## src/rtl/core/mqll_pkg.sv

```systemverilog
// shared types, codes and defaults of the multi-queue linked-list manager
// no dependencies; imported by every module of the block
package mqll_pkg;

   // default sizes of the queue table, the node pool and the stored data
   localparam int DEF_QUEUE_SLOTS = 64;
   localparam int DEF_NODE_POOL   = 1024;
   localparam int DEF_DATA_BITS   = 32;

   // request kinds as they arrive on the port
   localparam logic [2:0] REQ_OPEN  = 3'd0;
   localparam logic [2:0] REQ_CLOSE = 3'd1;
   localparam logic [2:0] REQ_PUSH  = 3'd2;
   localparam logic [2:0] REQ_PEEK  = 3'd3;
   localparam logic [2:0] REQ_POP   = 3'd4;

   // decoded operation handed from the front to the back
   typedef enum logic [2:0] {
      OP_OPEN,
      OP_CLOSE,
      OP_PUSH,
      OP_PEEK,
      OP_POP,
      OP_BAD
   } op_type;

   typedef enum logic [1:0] {
      STAT_OK,
      STAT_BAD_QUEUE,
      STAT_EMPTY,
      STAT_NO_SPACE
   } status_type;

   typedef enum logic [1:0] {
      ST_IDLE,
      ST_FETCH,
      ST_EXEC,
      ST_LINK2
   } back_state_type;

   typedef struct packed {
      logic [2:0]         req_type;
      logic [5:0]         queue_id;
      logic signed [31:0] push_data;
   } req_item_type;

   typedef struct packed {
      status_type         status;
      logic [5:0]         queue_out;
      logic [9:0]         node_id;
      logic signed [31:0] data_out;
      logic [9:0]         count;
   } rsp_item_type;

   // classified request waiting for the back end
   typedef struct packed {
      op_type             op;
      logic               q_ok;
      logic [5:0]         q;
      logic signed [31:0] data;
   } cmd_type;

endpackage

```

## src/rtl/core/mqll_front.sv

```systemverilog
// front end: request queue of two entries that decodes and range-checks requests
// depends on mqll_pkg
module mqll_front #(
   parameter int QUEUE_SLOTS = mqll_pkg::DEF_QUEUE_SLOTS
) (
   input  logic                   clock,
   input  logic                   reset,
   input  logic                   push,
   output logic                   full,
   input  mqll_pkg::req_item_type req_item,
   output logic                   cmd_valid,
   output mqll_pkg::cmd_type      cmd,
   input  logic                   cmd_take
);
   import mqll_pkg::*;

   cmd_type    slot_ff [2];
   logic       wr_ptr_ff, wr_ptr_in;
   logic       rd_ptr_ff, rd_ptr_in;
   logic [1:0] fill_ff, fill_in;
   cmd_type    dec;
   logic       wr_en;
   logic       rd_en;

   // decode the request kind and check the queue number
   always_comb begin
      dec.q    = req_item.queue_id;
      dec.data = req_item.push_data;
      dec.q_ok = (req_item.queue_id != 6'd0) && (32'(req_item.queue_id) < QUEUE_SLOTS);
      case (req_item.req_type)
         REQ_OPEN:  dec.op = OP_OPEN;
         REQ_CLOSE: dec.op = OP_CLOSE;
         REQ_PUSH:  dec.op = OP_PUSH;
         REQ_PEEK:  dec.op = OP_PEEK;
         REQ_POP:   dec.op = OP_POP;
         default:   dec.op = OP_BAD;
      endcase
   end

   // queue pointers and fill level
   always_comb begin
      wr_en     = push && !full;
      rd_en     = cmd_take && cmd_valid;
      wr_ptr_in = wr_ptr_ff ^ wr_en;
      rd_ptr_in = rd_ptr_ff ^ rd_en;
      fill_in   = fill_ff + 2'(wr_en) - 2'(rd_en);
   end

   assign full      = (fill_ff == 2'd2);
   assign cmd_valid = (fill_ff != 2'd0);
   assign cmd       = slot_ff[rd_ptr_ff];

   always_ff @(posedge clock) begin
      if (reset) begin
         wr_ptr_ff <= 1'b0;
         rd_ptr_ff <= 1'b0;
         fill_ff   <= 2'd0;
      end else begin
         wr_ptr_ff <= wr_ptr_in;
         rd_ptr_ff <= rd_ptr_in;
         fill_ff   <= fill_in;
      end
   end

   // entry storage
   always_ff @(posedge clock) begin
      if (wr_en) begin
         slot_ff[wr_ptr_ff] <= dec;
      end
   end

endmodule

```

## config.mk

```make
export PLATFORM = sky130hd
export DESIGN_NAME = mqll_front
export DESIGN_NICKNAME = d
export VERILOG_FILES = /design/src/rtl/core/mqll_pkg.sv /design/src/rtl/core/mqll_front.sv
export SDC_FILE = /design/constraint.sdc
export NUM_CORES = 1
export LEC_CHECK = 0
export CORE_MARGIN = 3
export CORE_UTILIZATION = 50
export CTS_BUF_LIST = sky130_fd_sc_hd__clkbuf_4 sky130_fd_sc_hd__clkbuf_8 sky130_fd_sc_hd__clkbuf_16
export DETAILED_ROUTE_END_ITERATION = 6
export DONT_BUFFER_PORTS = 1
export PLACE_DENSITY = 0.72
export SLEW_MARGIN = 5
export SYNTH_ARGS = -nofsm -noshare
export SYNTH_HDL_FRONTEND = slang
export SYNTH_SLANG_ARGS = --single-unit
```

## constraint.sdc

```tcl
create_clock -name clock -period 3 [get_ports clock]
set_clock_uncertainty 0.15 [all_clocks]
set_input_delay 0.6 -clock clock [delete_from_list [all_inputs] [get_ports clock]]
set_output_delay 0.6 -clock clock [all_outputs]
set_load 0.005 [all_outputs]
```

==> results.toml <==
[status]
status = "finished, final reports clean"

[synth]
yosysUniqueCellTypes = 19
synth_top_area_share_pct = 75.8
synth_edf_count = 84
syn_inst = 160
synth-adder-area-share_pct = 1.50
synth-async-reset-ratio_pct = 0
synth_top_area_cell = "edfxtp_1"
synth_compound_area_share_pct = 0.451
synth_flop_cell = "edfxtp_1"
ys_ff_latch = 88
synth_top_family_by_area = "multiplexers"
yosys.area_share.simple_pct = 1.99
yosys_warnings = 0
seq_area_frac_synth_pct = 78.2
avgSynthCellArea_um2 = 20.8
muxShareOfSynthArea_pct = 14.9
synth-xor-area-share_pct = 0.677
syn_nets = 209
syn-cell-area_um2 = 3330
synthTopCellsByArea = "edfxtp_1 76%, mux2_2 14%, dfxtp_1 2.4%"

[critical_path]
crit_path_end = "cmd[21]"
critPathRequiredTime_ns = 2.25
cp_slowest_stage_delay_ns = 1.01
crit_family = "flip-flops"
cp.arrival_ns = 1.80
cp-end-kind = "output pin"
startpoint = "rd_ptr_ff"
path_depth = 1
start_kind = "register"
ff2ff_path_depth = 4
reg2reg_to = "slot_ff[0][20]"
crit_type = "register to output pin"
crit_buf_inv = 0
rrSetupSlack_ns = 1.09
r2r-start = "fill_ff[0]"
crit_path_top_delay_cell = "dfxtp_2"
path_max_fanout = 44
cp_cell_sequence = "mux2_2"

[placed_design]
gp_congestion = 0.706
dp.cells = 233
place_area_um2 = 3410
portBuffers = 0
hpwl_um = 3460

[clock_network]
cts_hold_buf = 0
cts_htree_levels = 3
cts_root_buf = "clkbuf_8"
cts_made_buffers = 9
clk_path_buf_depth = 2
clock_latency_ns = 0.33
clk_pin_slew_ns = 0.08
cts-resized-gates = 0
cts_tree = "done"
cts_sinks = 88
cts_setup_buffers = 0

[timing]
rsz0062_at_grt = "false"
finalHoldViolCount = 0
tns_ns = 0
finalSetupViolCount = 0
tightest_slew_ns = 1.02
min_period_over_period_pct = 85.1
maxSlewHeadroom_pct = 31.8
slew_viol_final = 0
post-route-min-period_ns = 2.55
max_freq_mhz = 392

[layout]
syn2layout_area_growth_pct = 7.94
layout_common_cells = "84 x edfxtp_1, 40 x mux2_2, 9 x clkbuf_8"
final_cells = 248
design_area_um2 = 3590
drive_gt1_share_pct = 36.8
final_common_cell = "edfxtp_1"
antenna_cells = 0
finalNetCount = 216

[drt]
drt_iter0_drc = 45
vias_per_cell = 5.45
drt-total-wl_um = 5060
drc = 0
vias = 1352
ant_nets = 0
wl_per_cell_um = 20.4
drt_first_pass_iters = 4

[global_routing]
grt_max_degree = 45
grt_antenna_before_repair = 0
grt_usage_pct = 13.5
grt_pass1_wl_um = 7510
grt_pass1_vias = 1527
grt_overflow = 0

[die]
rows = 29
die_h_um = 87.6
die_x_um = 87.6
core_area_um2 = 6390
io_pins = 89
start_util_pct = 52.1
die_area_um2 = 7670

[min_path]
worstHoldStart = "reset"
hold_class = "input pin to register"

[power]
ir_drop_mv = 0.427
p_leak_nw = 1.19
power_density_nw_per_um2 = 810

[job]
maxCapViolations = 0
report_power, final:
part           switching, mW  internal (mW)  leakage, nW
Sequential             0.109           1.56        0.813
Combinational          0.225          0.262        0.279
Clock                  0.360          0.395       0.0937
Yosys cell counts (2+ instances only):
cell / instances
edfxtp_1: 84
mux2_2: 40
buf_6: 4
dfxtp_1: 4
ha_1: 4
nor2_1: 4
inv_1: 3
mux2_4: 3
nor2b_1: 3
nand2_1: 2
layout make-up:
| type | count | area [µm²] |
|---|---|---|
| tap | 77 | 96.3 |
| clock buffer | 11 | 139 |
| sequential | 88 | 2600 |
| fill | 461 | 2800 |
| timing repair buffer | 2 | 40.0 |
| multi-input combinational | 63 | 654 |
| inverter | 3 | 11.3 |
| clock inverter | 4 | 46.3 |
through the flow:
step	utilization, %	hold slack (ns)	power (mW)	setup WS (ns)
after floorplan	-	0.382	2.10	0.656
after global placement	53.3	0.425	2.16	0.838
after detailed placement	53.3	0.451	2.20	0.766
after CTS	56.2	0.152	2.95	0.383
after global routing	56.2	0.139	3.06	0.296
final	56.2	0.169	2.91	0.448
how the worst min path moves through the flow:
stage	depth (start not counted)	endpoint	slack (ns)
2_1_floorplan	3	wr_ptr_ff	0.38
3_3_place_gp	3	wr_ptr_ff	0.42
3_5_place_dp	3	wr_ptr_ff	0.45
4_1_cts	1	wr_ptr_ff	0.15
5_1_grt	1	fill_ff[0]	0.14
6_report	1	wr_ptr_ff	0.17
flip-flops by register name (all words and copies together), names as in the netlist:
name and cells:
fill_ff 2, rd_ptr_ff 1, slot_ff 84, wr_ptr_ff 1
logic make-up (layout without fill, tap and decap cells):
| group | Yosys count | after routing |
|---|---|---|
| AOI/OAI and AO/OA | 2 | 2 |
| and+or+nand+nor | 13 | 13 |
| buffers and inverters | 9 | 20 |
| xor gates and xnor gates | 1 | 1 |
| muxes | 43 | 43 |
| DFF | 88 | 88 |
| adders and majority gates | 4 | 4 |
metal layers:
layer | vias to the layer above | GRT usage (%) | share of wire (%)
li1 | 627 | - | -
met1 | 658 | 13.1 | 36
met2 | 65 | 22.3 | 50
met3 | 2 | 9.41 | 13
met4 | 0 | 5.30 | 0.49
met5 | - | 0 | 0
Note: power is estimated with default switching activity, not from simulation.
