--- config.mk ---
export PLATFORM = sky130hd
export DESIGN_NAME = mqll_rspq
export DESIGN_NICKNAME = d
export VERILOG_FILES = /design/src/rtl/core/mqll_pkg.sv /design/src/rtl/core/mqll_rspq.sv
export SDC_FILE = /design/constraint.sdc
export NUM_CORES = 1
export LEC_CHECK = 0
export ABC_AREA = 1
export BUFFER_PORTS_ARGS = -buffer_cell sky130_fd_sc_hd__buf_2
export CAP_MARGIN = 20
export CORE_UTILIZATION = 56
export DETAILED_ROUTE_END_ITERATION = 10
export HOLD_SLACK_MARGIN = 0.12
export PLACE_DENSITY = 0.93
export REMOVE_ABC_BUFFERS = 1
export SLEW_MARGIN = 20
export SYNTH_ARGS = -nofsm -noshare
export SYNTH_HDL_FRONTEND = slang
export SYNTH_SLANG_ARGS = --single-unit
export TNS_END_PERCENT = 50
--- constraint.sdc ---
create_clock -name clock -period 3.92 [get_ports clock]
set_input_delay 0.392 -clock clock [delete_from_list [all_inputs] [get_ports clock]]
set_output_delay 0.392 -clock clock [all_outputs]
set_load 0.02 [all_outputs]
--- src/rtl/core/mqll_pkg.sv ---
// shared types, codes and defaults of the multi-queue linked-list manager
// no dependencies; imported by every module of the block
package mqll_pkg;

   // default sizes of the queue table, the node pool and the stored data
   localparam int DEF_QUEUE_SLOTS = 64;
   localparam int DEF_NODE_POOL   = 1024;
   localparam int DEF_DATA_BITS   = 32;

   // request kinds as they arrive on the port
   localparam logic [2:0] REQ_OPEN  = 3'd0;
   localparam logic [2:0] REQ_CLOSE = 3'd1;
   localparam logic [2:0] REQ_PUSH  = 3'd2;
   localparam logic [2:0] REQ_PEEK  = 3'd3;
   localparam logic [2:0] REQ_POP   = 3'd4;

   // decoded operation handed from the front to the back
   typedef enum logic [2:0] {
      OP_OPEN,
      OP_CLOSE,
      OP_PUSH,
      OP_PEEK,
      OP_POP,
      OP_BAD
   } op_type;

   typedef enum logic [1:0] {
      STAT_OK,
      STAT_BAD_QUEUE,
      STAT_EMPTY,
      STAT_NO_SPACE
   } status_type;

   typedef enum logic [1:0] {
      ST_IDLE,
      ST_FETCH,
      ST_EXEC,
      ST_LINK2
   } back_state_type;

   typedef struct packed {
      logic [2:0]         req_type;
      logic [5:0]         queue_id;
      logic signed [31:0] push_data;
   } req_item_type;

   typedef struct packed {
      status_type         status;
      logic [5:0]         queue_out;
      logic [9:0]         node_id;
      logic signed [31:0] data_out;
      logic [9:0]         count;
   } rsp_item_type;

   // classified request waiting for the back end
   typedef struct packed {
      op_type             op;
      logic               q_ok;
      logic [5:0]         q;
      logic signed [31:0] data;
   } cmd_type;

endpackage

--- src/rtl/core/mqll_rspq.sv ---
// result queue of two entries between the back end and the result port
// depends on mqll_pkg
module mqll_rspq (
   input  logic                   clock,
   input  logic                   reset,
   input  logic                   wr_en,
   input  mqll_pkg::rsp_item_type wr_item,
   output logic                   wr_full,
   output logic                   empty,
   input  logic                   pop,
   output mqll_pkg::rsp_item_type rsp_item
);
   import mqll_pkg::*;

   rsp_item_type slot_ff [2];
   logic         wr_ptr_ff, wr_ptr_in;
   logic         rd_ptr_ff, rd_ptr_in;
   logic [1:0]   fill_ff, fill_in;
   logic         rd_en;
   logic         wr_ok;

   // pointers and fill level
   always_comb begin
      wr_ok     = wr_en && !wr_full;
      rd_en     = pop && !empty;
      wr_ptr_in = wr_ptr_ff ^ wr_ok;
      rd_ptr_in = rd_ptr_ff ^ rd_en;
      fill_in   = fill_ff + 2'(wr_ok) - 2'(rd_en);
   end

   assign wr_full  = (fill_ff == 2'd2);
   assign empty    = (fill_ff == 2'd0);
   assign rsp_item = slot_ff[rd_ptr_ff];

   always_ff @(posedge clock) begin
      if (reset) begin
         wr_ptr_ff <= 1'b0;
         rd_ptr_ff <= 1'b0;
         fill_ff   <= 2'd0;
      end else begin
         wr_ptr_ff <= wr_ptr_in;
         rd_ptr_ff <= rd_ptr_in;
         fill_ff   <= fill_in;
      end
   end

   always_ff @(posedge clock) begin
      if (wr_ok) begin
         slot_ff[wr_ptr_ff] <= wr_item;
      end
   end

endmodule

==> impl.org, run 1 <==
** Pwr
- In this run the power density over the cells is just under 700 nW/um2.
- Worst vdd ir :: 0.460 mV
- For this design the static power due to leakage is 2.73 nW.

** Critical path
- Setup slack on the worst reg-to-reg path comes out at 1.65 ns.
- The critical path in this run is classified as flip-flop to primary output.
- Measured in cells, the most critical reg-to-reg path has a length of 5.
- For this run, the slowest stage of the critical path takes 0.60 ns.
- Along the worst path, the maximum fanout reaches 42.
- In this run the critical register-to-register path is launched from fill_ff[1].
- Among cell families on the critical path, the largest total delay comes from flip-flops.
- The worst setup path is captured at a primary output.
- Counting buffers and inverters, the worst setup path is 3 cells deep.
- Capture point of the worst reg-to-reg path :: slot_ff[1][0]
- Worst endpoint data arrival time :: 2.01 ns
- The worst setup path is launched from a flip-flop.
- Cell type of the slowest stage on the worst timing path :: sky130_fd_sc_hd__dfxtp_4
- The signal on the critical path passes through buf_16 > mux2_2 > buf_2.
- The critical path contains buffers and inverters numbering 2 combined.
- Critical path required time :: 3.53 ns

** Global routing
- Entering global routing, the biggest net connects 63 pins.
- Via count of the first global-routing pass :: 2755
- Global Route Usage Sum :: 21.4%
- Overflow left after global routing :: 0
- Global-route wire length before repair :: 13500 um
- The initial antenna violation count was 0.

** Clock tree
- Buffers inserted to repair hold after CTS numbered 61.
- The root buffer cell chosen for the clock tree is sky130_fd_sc_hd__clkbuf_8.
- Clock tree synthesis found a total of 124 sinks.
- CTS H-tree lvls :: 4
- TritonCTS built the clock tree.
- Clk pin slew, worst setup/hold paths :: 0.06 ns
- Number of setup buffers added after CTS :: 0
- # resized after CTS :: 0
- Clock latency reported for the late side of the worst-skew pair :: roughly 0.5 ns
- Counting along the longest clock path gives a buffer depth of 2.
- The number of clock buffers added by TritonCTS is 17.

** Synthesis
- Most used flip-flop cell after synthesis :: sky130_fd_sc_hd__edfxtp_1
- Number of enable-type register cells in the synthesized netlist :: 120
- Fraction of synthesized area in multiplexers :: 18.4%
- The synthesized netlist devotes 0.206% of its cell area to compound gates.
- The synthesized netlist devotes around 1.0% of its cell area to adder and majority cells.
- Instance count of the mapped netlist :: 222
- Dividing the synthesized area by the synthesized cell count gives 21.9 um2.
- In this run, synthesis produced a sequential element count of 124.
- Netlist area before placement :: 4860 um2
- Number of distinct library cells after synthesis :: 13
- After synthesis, the largest family of logic cells by area is multiplexers.
- Area share of and/or/nand/nor cells after synthesis :: 1.21%
- FFs w/ async S/R, synth :: 0%
- Post-synthesis xor/xnor area fraction :: 0%
- The Yosys step of the flow raised 0 warnings.
- Part of the Yosys area used for sequential elements :: 75.7%

** Placement
- Once detailed placement completed, the half-perimeter wirelength came to 5130 um.
- Dpl ws :: ~1.6 ns
- GP Congestion :: 0.628
- In this run the tool buffered the top-level ports with 125 buffer cells.

** Drt
- For this run, design rule violations remaining after detail routing come to 0.
- After the first detailed-routing iteration, the DRC count stood at 99.
- TritonRoute pass-1 iters :: 4
- Number of nets with antenna violations after routing :: 0
- Final WL :: 9210 um
- The routed layout has 2702 vias.
- After detailed routing, the average wire length per cell comes to 17.0 um.
- Via-per-instance ratio :: approximately 5.0

** Timing
- Clock period minus final worst setup slack :: 2.40 ns
- Clock skew :: between 0.008 and 0.009 ns
- Period Utilization, post-route :: 61.3%
- Hold slack final :: between 0.15 and 0.2 ns
- Max-slew violations :: 0
- After routing, the total negative slack on setup checks comes to 0 ns.
- Headroom to the max-slew limit :: 39.1%
- Final setup viols :: 0
- RSZ-0062 raised after global routing :: false
- In the post-route analysis, the smallest setup slack over all paths is 1.52 ns.
- Fin. Hold Viols :: 0
- Peak clock frequency supported by timing :: 416 MHz
- Transition at the pin with the smallest max-transition slack :: 0.914 ns

** Worst hold path
- The worst hold path terminates at rd_ptr_ff.
- Launch instance of the worst min-delay path :: pop
- Hold Path Stages :: 4
- The worst hold path belongs to the class input pin to flip-flop.

** Finish
- The final layout contains slightly below 500 nets.
- Compared with the post-synthesis result, the final layout area differs by 38.7%.
- Cells with a size suffix above 1 make up 50.0% of the layout.
- # fillers :: 442
- The repair_antennas step left the layout with diodes totalling 0.
- At the end of the flow the core is filled with cells to a little over 80%.

** Run
- The tool flagged a number of max-cap violations equal to 0.

** Floorplanning
- In this run the core area contains 33 standard-cell rows.
- In this run the count of I/O pins placed on the die edge is roughly 130.
- Once the floorplan was initialized, standard cells occupied between 50 and 60% of the core.
- From bottom edge to top edge, the die measures 95.2 um.
- Die width :: 95.2 um
- Core region area :: a little over 8000 um2
- The die covers 9060 um2.

** Outcome
- Outcome :: complete, no violations
-- worst max-delay path by stage --
stage | startpoint | end
after floorplan | rd_ptr_ff | rsp_item[0]
after global placement | wr_en | slot_ff[0][48]
after detailed placement | wr_en | slot_ff[1][48]
after CTS | rd_ptr_ff | rsp_item[59]
after global routing | rd_ptr_ff | rsp_item[59]
final | rd_ptr_ff | rsp_item[59]
-- power by group --
group	switching, mW	internal [mW]	leakage (nW)
sequential	0.0990	1.73	1.15
clock	0.527	1.02	0.281
combinational	0.675	0.573	1.30
-- metal layers --
layer / up-vias / global-route usage (%) / wire [um]
met4: 0 / 8.33 / 105
li1: 1259 / - / -
met2: 90 / 38.3 / 4960
met5: - / 0 / 0
met3: 12 / 7.42 / 478
met1: 1341 / 23.1 / 3670
-- cell type report --
class	count	area, um2	share of cell area, %
clock buffers	18	418	6.19
clock inverters	14	176	2.61
multi-input cells	81	1020	15.1
flip-flops and latches	124	3690	54.7
inverters	10	37.5	0.556
repair buffers	189	1280	19.0
well taps	105	131	1.95
-- cells in the mapped netlist (2+ instances only) --
cell type	instances	area, um2
sky130_fd_sc_hd__buf_12	6	120
sky130_fd_sc_hd__dfxtp_1	4	80.1
sky130_fd_sc_hd__edfxtp_1	120	3600
sky130_fd_sc_hd__ha_1	4	50.1
sky130_fd_sc_hd__inv_1	10	37.5
sky130_fd_sc_hd__mux2_2	2	22.5
sky130_fd_sc_hd__mux2_4	58	871
sky130_fd_sc_hd__nand2_1	5	18.8
sky130_fd_sc_hd__nand3_1	2	10.0
sky130_fd_sc_hd__nor2_1	8	30.0
-- flip-flops by register name, summed over array words and instances, names as in the netlist --
register   cells
rd_ptr_ff      1
slot_ff      120
wr_ptr_ff      1
fill_ff        2
-- stage by stage --
step           power, mW  area [um2]  std cells
6_report            4.62        6750        541
5_1_grt             4.80        6750        541
4_1_cts             4.65        6720        540
3_5_place_dp        3.04        5510        447
3_3_place_gp        3.00        5510        447
2_1_floorplan       2.73        4730        215
-- layout by cell type, fill, tap and decap left out, types with 4 or more instances in the layout --
cell and instances:
sky130_fd_sc_hd__buf_2 125, sky130_fd_sc_hd__bufinv_16 4, sky130_fd_sc_hd__clkbuf_16 16, sky130_fd_sc_hd__clkinv_1 4
sky130_fd_sc_hd__dlygate4sd3_1 61, sky130_fd_sc_hd__edfxtp_1 120, sky130_fd_sc_hd__inv_1 10, sky130_fd_sc_hd__mux2_4 58
sky130_fd_sc_hd__nand2_1 5, sky130_fd_sc_hd__nor2_1 8
-- worst register-to-register path, stage by stage, from the launching register on --
cell and delay (ns):
sky130_fd_sc_hd__dfxtp_1 0.31, sky130_fd_sc_hd__inv_1 0.13, sky130_fd_sc_hd__o21ai_0 0.13, sky130_fd_sc_hd__inv_1 0.10
sky130_fd_sc_hd__ha_2 0.78, sky130_fd_sc_hd__buf_4 0.48
-- cells by family after synthesis --
group	Yosys count
buffers and inverters	17
AOI/OAI and AO/OA	2
adders and majority gates	4
and+or+nand+nor	15
DFF	124
muxes	60
Power figures use the tool's default switching activity.
==> inputs of run 2 (changes only) <==
ABC_AREA = 0   (was 1)
CORE_UTILIZATION = 47   (was 56)
PLACE_DENSITY = 0.85   (was 0.93)
clock period = 2.13 ns   (was 3.92 ns; I/O delays follow)
==> impl.org, run 2 <==
** Synthesis
- The proportion of register bits with asynchronous set or reset after synthesis was 0% (unchanged).
- The area fraction of the dominant cell type after synthesis was 78.6% (was 74.1%).
- The most used flip-flop cell after synthesis was sky130_fd_sc_hd__edfxtp_1 (unchanged).
- Instance count of the mapped netlist :: 210 (was 222)
- Most instantiated cells after synthesis :: sky130_fd_sc_hd__edfxtp_1 (120), sky130_fd_sc_hd__mux2_2 (56), sky130_fd_sc_hd__buf_6 (7) (was sky130_fd_sc_hd__edfxtp_1 (120), sky130_fd_sc_hd__mux2_4 (58), sky130_fd_sc_hd__inv_1 (10))
- Netlist area before placement :: 4580 um2 (was 4860 um2)
- Most used standard cell by instance count after synthesis :: sky130_fd_sc_hd__edfxtp_1 (unchanged)
- Leading cell types by total area after synthesis :: sky130_fd_sc_hd__edfxtp_1 (79%), sky130_fd_sc_hd__mux2_2 (14%), sky130_fd_sc_hd__dfxtp_1 (1.7%) (was sky130_fd_sc_hd__edfxtp_1 (74%), sky130_fd_sc_hd__mux2_4 (18%), sky130_fd_sc_hd__buf_12 (2.5%))
- Mean cell area of the mapped netlist :: 21.8 um2 (was 21.9 um2)
- The cell type with the highest aggregate area in the netlist is sky130_fd_sc_hd__edfxtp_1 (unchanged).
- The post-synthesis cell type count is 14 (was 13).
- The share of synthesized area occupied by flip-flops and latches is 80.3% (was 75.7%).
- Number of warnings reported in the yosys synthesis log :: 0 (unchanged)
- The post-synthesis sequential element count is 124 (unchanged).
- Number of enable-type register cells in the synthesized netlist :: 120 (unchanged)

** Drt
- The number of vias per cell was 4.68 (was 4.99).
- The detailed-routing iteration count for the pre-antenna-repair pass was 4 (unchanged).
- Initial detailed-routing violation count :: 80 (was 99)
- The overall via count from detail_route is 2599 (was 2702).
- The number of antenna-violating nets in the routed design came to 0 (unchanged).
- The routed length per instance is 15.8 um (was 17.0 um).
- Final WL :: 8790 um (was 9210 um)
- Final routed DRC violation total :: 0 (unchanged)

** Clock tree
- The clock edge transition at the registers on the reported setup and hold paths was 0.06 ns (about the same).
- The number of buffers inserted during clock tree synthesis came to 17 (unchanged).
- CTS tree :: done (unchanged)
- Clock latency reported for the late side of the worst-skew pair :: 0.50 ns (was 0.51 ns)
- Clk root buf :: sky130_fd_sc_hd__clkbuf_8 (unchanged)
- The buffer count from post-CTS setup fixing was 0 (unchanged).
- Clock buffer depth :: 2 (unchanged)
- The clock sink total is 124 (unchanged).
- The number of levels the H-tree was split into came to 4 (unchanged).

** Global routing
- Initial antenna violation count :: 0 (unchanged)
- The via count of the first global-routing pass was 2680 (was 2755).
- The total routing resource utilization after global routing was 17.8% (was 21.4%).
- The pin count of the biggest net entering global routing is 63 (unchanged).
- The overflow left after global routing is 0 (unchanged).
- The first-pass GRT wire length was 12900 um (was 13500 um).

** Pwr
- The part of the power in registers was 41.1% (was 39.5%).
- Worst vdd ir :: 0.652 mV (was 0.460 mV)
- The static leakage power was 2.51 nW (was 2.73 nW).
- The switching share of total power is 28.5% (was 28.1%).
- Cell-internal power :: 5.54 mW (was 3.32 mW)
- Power spent charging and discharging nets :: 2.21 mW (was 1.30 mW)
- Areal power density over the cells :: 1190 nW/um2 (was 685 nW/um2)
- The portion of total power attributed to combinational logic was 24.4% (was 27.0%).
- The clock share of power came to 34.5% (was 33.5%).

** Finish
- Leading cell type in the layout, fill and taps excluded :: sky130_fd_sc_hd__buf_2 (unchanged)
- Largest Register :: slot_ff (unchanged)
- Flip-flop count of the largest register after layout :: 120 (unchanged)
- The antenna diode count came to 0 (unchanged).
- Fraction of final layout cells sized beyond drive strength 1 :: 51.6% (was 50.0%)
- Register area :: 3680 um2 (was 3690 um2)
- Net count, final :: 482 (was 491)
- Largest registers: slot_ff x120, fill_ff x2 (unchanged).
- # fillers :: 616 (was 442)
- Leading cell types in the layout, fill and taps excluded :: sky130_fd_sc_hd__buf_2 (125), sky130_fd_sc_hd__edfxtp_1 (120), sky130_fd_sc_hd__dlygate4sd3_1 (62), sky130_fd_sc_hd__mux2_2 (56), sky130_fd_sc_hd__clkbuf_16 (16) (was sky130_fd_sc_hd__buf_2 (125), sky130_fd_sc_hd__edfxtp_1 (120), sky130_fd_sc_hd__dlygate4sd3_1 (61), sky130_fd_sc_hd__mux2_4 (58), sky130_fd_sc_hd__clkbuf_16 (16))
- Synth-to-Final Area Change :: 42.5% (was 38.7%)
- The final instance area is 6530 um2 (was 6750 um2).
- The final standard cell count with taps included and fillers excluded came to 555 (was 541).
- Total area of multi-input combinational cells :: 816 um2 (was 1020 um2)

** Critical path
- The cell type group with the largest total delay on the critical path is buffers and inverters (was flip-flops).
- Ordered list of cells on the worst path :: buf_12 > mux2_2 > buf_2 (was buf_16 > mux2_2 > buf_2)
- Stage delay of the slowest cell on the critical path :: 0.39 ns (was 0.60 ns)
- Crit Path Max Fanout :: 62 (was 42)
- The required time reported for the critical path endpoint is 1.92 ns (was 3.53 ns).
- The cell with the biggest individual delay on the critical path was sky130_fd_sc_hd__mux2_2 (was sky130_fd_sc_hd__dfxtp_4).
- Combined buffer and inverter count along the critical path :: 2 (unchanged)
- The element type at the critical path end was a primary output (unchanged).
- The arrival time of the worst setup path is 1.73 ns (was 2.01 ns).
- The category of the worst setup path launch point is a flip-flop (unchanged).
- Type of the setup path with the least slack :: flip-flop to primary output (unchanged)

** Timing
- RSZ-0062 raised after global routing: false (unchanged).
- The transition at the pin with the smallest max-transition slack is 0.415 ns (was 0.914 ns).
- The maximum clock skew at final layout is 0.00825 ns (was 0.00820 ns).
- The final count of hold timing violations was 0 (unchanged).
- Peak clock frequency supported by timing :: just over 500 MHz
- Final setup viols :: 0 (unchanged)
- Headroom to the max-slew limit :: 72.4% (was 39.1%)
- Clock period minus final worst setup slack :: 1.94 ns
- Max-slew violations :: 0 (unchanged)
- Period Utilization, post-route :: 91.0%

** Placement
- The quantity of I/O buffers inserted on ports is 125 (unchanged).
- The weighted congestion at the end of routability-driven global placement is 0.681 (was 0.628).
- Total placed instance area :: 5350 um2 (was 5510 um2)
- The placed wire-length estimate is 4970 um (was 5130 um).
- Number of placed instances with taps included :: 462 (was 447)

** Run
- Maximum capacitance violations :: 0 (unchanged)

** Floorplanning
- I/O pins :: 126 (unchanged)
- Core region area :: 9330 um2 (was 8300 um2)
- The standard-cell row count came to 35 (was 33).
- The initial standard-cell utilization of the core is 49.1% (was 58.6%).
- Floorplan die area :: 10200 um2 (was 9060 um2)
- Die height :: 101 um (was 95.2 um)
- The horizontal extent of the die came to 101 um (was 95.2 um).

** Outcome
- Outcome :: complete, no violations (unchanged)

** Worst hold path
- Class of the worst hold path :: input pin to flip-flop (unchanged)
## run 2: cell types whose count changed after synthesis, sizes merged, moves of 2 or more
cell and delta:
nand3 -2, inv -7, nor2 -4, nand2 -4, nor2b +2
## run 2: path summary, 6_finish.rpt
kind | startpoint | to | slack, ns | cells past startpoint
hold / removal | wr_en | wr_ptr_ff | 0.19 | 4
setup / recovery | rd_ptr_ff | rsp_item[43] | 0.19 | 3
hold reg to reg | wr_ptr_ff | wr_ptr_ff | 0.60 | 3
setup reg to reg | fill_ff[0] | slot_ff[0][40] | 0.48 | 4
## run 2: cell type report
class                   instances  area share (%)
multi-input cells              76            12.5
well taps                     129            2.47
clock inverters                14            2.28
flip-flops and latches        124            56.4
inverters                       3           0.172
repair buffers                192            19.8
clock buffers                  17            6.34
## run 2: cells by family (layout without fill, tap and decap cells)
logic type,count (synthesis),after routing,synth area share [%]
buffers and inverters,10,226,1.97
AO/OA/AOI/OAI,1,1,0.164
AND/OR/NAND/NOR,9,9,0.955
flip-flops,124,124,80.3
adder cells (fa/ha/maj),4,4,1.09
XOR/XNOR,1,1,0.491
multiplexers,61,61,15.0
## run 2: through the flow
step	utilization, %	hold slack [ns]	setup slack, ns	setup TNS, ns	power (mW)
final	70.0	0.186	0.192	0	7.75
after global routing	70.0	0.189	0.117	0	8.05
after CTS	70.0	0.167	0.165	0	7.81
after detailed placement	57.3	0.404	0.488	0	5.04
after global placement	57.3	0.400	0.583	0	4.98
after floorplan	-	0.280	-0.387	-57.16	4.44
## run 2: repair_timing
item                                   4_1_cts  5_1_grt
hold buffers                                62        0
resized for setup                            0        0
setup endpoints to repair                    0        0
endpoints found under the hold margin      124        0
## run 2: worst min-delay path, cell delays in order
cell	delay, ns
sky130_fd_sc_hd__buf_2	0.09
sky130_fd_sc_hd__and2_1	0.15
sky130_fd_sc_hd__ha_2	0.15
sky130_fd_sc_hd__nor2_1	0.04
## run 2: power groups by stage
stage	Clock [mW]	Sequential, mW	Combinational, mW
finish	2.67	3.19	1.89
global route	2.82	3.21	2.01
CTS	2.72	3.19	1.90
detailed placement	0	3.23	1.80
global placement	0	3.21	1.77
floorplan	0	3.31	1.13
## run 2: layer usage
metal	global-route usage, %	vias to the layer above	wire length (um)
met2	31.7	88	4710
met5	0	-	0
li1	-	1234	-
met1	19.6	1266	3560
met3	6.03	11	435
met4	6.80	0	87
==> inputs of run 3 (changes only) <==
CORE_UTILIZATION = 49   (was 47)
CTS_BUF_LIST = sky130_fd_sc_hd__clkbuf_4 sky130_fd_sc_hd__clkbuf_8   (was not set)
CTS_CLUSTER_SIZE = 20   (was not set)
PLACE_DENSITY = 0.87   (was 0.85)
==> impl.org, run 3 (synthesis gave the netlist of run 2 again) <==
** Pwr
- Overall power :: 7.15 mW (was 7.75 mW)
- Areal power density over the cells :: 1120 nW/um2 (was 1190 nW/um2)
- The static leakage power came to 2.45 nW (was 2.51 nW).
- Worst vdd ir :: 0.632 mV (was 0.652 mV)

** Worst hold path
- The beginning of the worst hold path is pop (was wr_en).
- Endpoint of the worst hold path :: rd_ptr_ff (was wr_ptr_ff)
- Hold Path Stages :: 3 (was 4)
- Class of the worst hold path :: input pin to flip-flop (unchanged)

** Finish
- The most common library cell in the layout ignoring fill and taps was sky130_fd_sc_hd__buf_2 (unchanged).
- Layout Cell Area excl Fill :: 6360 um2 (was 6530 um2)
- Net count, final :: 482 (unchanged)
- Largest registers: slot_ff x120, fill_ff x2 (unchanged).
- Flip-flop count of the largest register after layout :: 120 (unchanged)
- Largest Register :: slot_ff (unchanged)
- Diode insertion count for antenna repair :: 0 (unchanged)
- The fraction of layout cells with a size suffix above 1 came to 51.9% (was 51.6%).
- Leading cell types in the layout, fill and taps excluded: sky130_fd_sc_hd__buf_2 (125), sky130_fd_sc_hd__edfxtp_1 (120), sky130_fd_sc_hd__dlygate4sd3_1 (61), sky130_fd_sc_hd__mux2_2 (56), sky130_fd_sc_hd__clkbuf_8 (17) (was sky130_fd_sc_hd__buf_2 (125), sky130_fd_sc_hd__edfxtp_1 (120), sky130_fd_sc_hd__dlygate4sd3_1 (62), sky130_fd_sc_hd__mux2_2 (56), sky130_fd_sc_hd__clkbuf_16 (16)).
- The relative area change from synthesis to final layout was 38.8% (was 42.5%).

** Critical path
- Crit Path Max Fanout :: 47 (was 62)
- Capture point of the worst reg-to-reg path :: slot_ff[0][38] (was slot_ff[0][40])
- Combined buffer and inverter count along the critical path :: 2 (unchanged)
- Critical path required time :: 1.92 ns (about the same)
- Number of cells traversed by the worst register-to-register path :: 4 (unchanged)
- The element type at the critical path end is a primary output (unchanged).
- Cell type of the slowest stage on the worst timing path :: sky130_fd_sc_hd__mux2_2 (unchanged)
- The peak per-stage delay on the critical path is 0.38 ns (was 0.39 ns).
- The arrival time of the worst setup path came to 1.59 ns (was 1.73 ns).
- Ordered list of cells on the worst path: buf_12 > mux2_2 > buf_2 (unchanged).
- The reg2reg setup slack was 0.50 ns (was 0.48 ns).
- Cell family contributing the most delay on the critical path :: buffers and inverters (unchanged)
- The startpoint of the lowest-slack register-to-register path was fill_ff[0] (unchanged).
- The critical path class is flip-flop to primary output (unchanged).
- Kind of start point of the critical path :: flip-flop (unchanged)

** Clock tree
- The latest clock arrival within the worst-skew pair was 0.41 ns (was 0.50 ns).
- Number of setup buffers added after CTS :: 0 (unchanged)
- Clock buffer depth :: 2 (unchanged)
- The number of buffers inserted during clock tree synthesis came to 17 (unchanged).
- The cell at the root of the clock tree is sky130_fd_sc_hd__clkbuf_8 (unchanged).
- The number of levels the H-tree was split into came to 4 (unchanged).
- The clock sink total is 124 (unchanged).
- The clock edge transition at the registers on the reported setup and hold paths was 0.06 ns (about the same).
- The CTS tree is done (unchanged).

** Global routing
- Global-route wire length before repair :: 13700 um (was 12900 um)
- Via count of the first global-routing pass :: 2915 (was 2680)
- The initial antenna violation count came to 0 (unchanged).
- The total routing resource utilization after global routing is 19.4% (was 17.8%).
- Pin count of the biggest net entering global routing :: 48 (was 63)
- The overflow left after global routing was 0 (unchanged).

** Timing
- Clock skew :: 0.0102 ns (was 0.00825 ns)
- Total Neg Setup Slack :: 0 ns (unchanged)
- Headroom to the max-slew limit :: 74.4% (was 72.4%)
- The final count of hold timing violations came to 0 (unchanged).
- The minimum clock period after layout was 1.80 ns (was 1.94 ns).
- The achievable clock frequency came to 555 MHz (was 516 MHz).
- RSZ-0062 raised after global routing: false (unchanged).
- Period Utilization, post-route :: 84.6% (was 91.0%)
- Max-slew violations :: 0 (unchanged)
- Final setup viols :: 0 (unchanged)
- Transition at the pin with the smallest max-transition slack :: 0.384 ns (was 0.415 ns)
- The worst-case setup margin in the final layout was 0.329 ns (was 0.192 ns).

** Floorplanning
- Die width :: 98.7 um (was 101 um)
- The initial standard-cell utilization of the core came to 51.6% (was 49.1%).
- Die height :: 98.7 um (was 101 um)
- Number of placement rows :: 34 (was 35)
- Floorplan die area :: 9750 um2 (was 10200 um2)
- The count of pins on the block boundary is 126 (unchanged).
- Core region area :: 8890 um2 (was 9330 um2)

** Placement
- Total placed instance area :: 5360 um2 (was 5350 um2)
- The weighted congestion at the end of routability-driven global placement came to 0.659 (was 0.681).
- The quantity of I/O buffers inserted on ports was 125 (unchanged).
- Dpl ws :: 0.480 ns (was 0.488 ns)
- Post-DP HPWL :: 5110 um (was 4970 um)

** Drt
- Routed len/inst :: 16.4 um (was 15.8 um)
- The number of vias per cell was 4.93 (was 4.68).
- Number of nets with antenna violations after routing :: 0 (unchanged)
- The count of routing violations after the opening detailed-route iteration is 100 (was 80).
- Via count :: 2635 (was 2599)
- The wire length after detailed routing was 8780 um (was 8790 um).
- The detailed-routing iteration count for the pre-antenna-repair pass is 4 (unchanged).
- The DRC violation count after routing is 0 (unchanged).

** Outcome
- Outcome: complete, no violations (unchanged).

** Run
- The number of max-cap violations came to 0 (unchanged).
[run 3: worst reg2reg max path: stages (launching register included)]
cell and delay [ns]:
sky130_fd_sc_hd__dfxtp_1 0.38, sky130_fd_sc_hd__nand2b_1 0.15, sky130_fd_sc_hd__and2_1 0.17, sky130_fd_sc_hd__ha_2 0.22, sky130_fd_sc_hd__buf_4 0.37
[run 3: routing by layer]
| layer | up-vias | share of wire, % | track usage [%] |
|---|---|---|---|
| met5 | - | 0 | 0 |
| met4 | 0 | 1.7 | 8.50 |
| met3 | 15 | 4.8 | 6.81 |
| met2 | 94 | 55 | 36.0 |
| met1 | 1294 | 38 | 19.6 |
| li1 | 1232 | - | - |
[run 3: layout make-up]
type	count	area, um2
timing repair buffer	192	1320
tap	108	135
inverter	3	11.3
fill	540	2530
clock inverter	12	149
multi-input combinational	76	816
sequential	124	3680
clock buffer	19	249
[run 3: repair_timing]
action,CTS,global route
resized for setup,0,0
hold buffers,61,0
hold endpoints to repair,123,0
[run 3: metrics by stage]
step	util (%)	std cells	hold WS [ns]
3_3_place_gp	60.2	442	0.400
3_5_place_dp	60.2	442	0.405
2_1_floorplan	-	203	0.280
6_report	71.6	534	0.242
4_1_cts	71.6	534	0.215
5_1_grt	71.6	534	0.219
[run 3: worst max-delay path by stage]
stage,startpoint,to,slack [ns],cells after the start
floorplan,fill_ff[0],slot_ff[1][0],-0.39,3
global placement,fill_ff[0],slot_ff[0][38],0.56,4
detailed placement,fill_ff[0],slot_ff[0][9],0.48,4
CTS,rd_ptr_ff,rsp_item[29],0.30,3
global route,rd_ptr_ff,rsp_item[20],0.26,3
finish,rd_ptr_ff,rsp_item[5],0.33,3
[run 3: where the power goes]
group	switching [mW]	internal (mW)
Clock	0.869	1.17
Sequential	0.0938	3.09
Combinational	1.10	0.822
Total	2.06	5.08
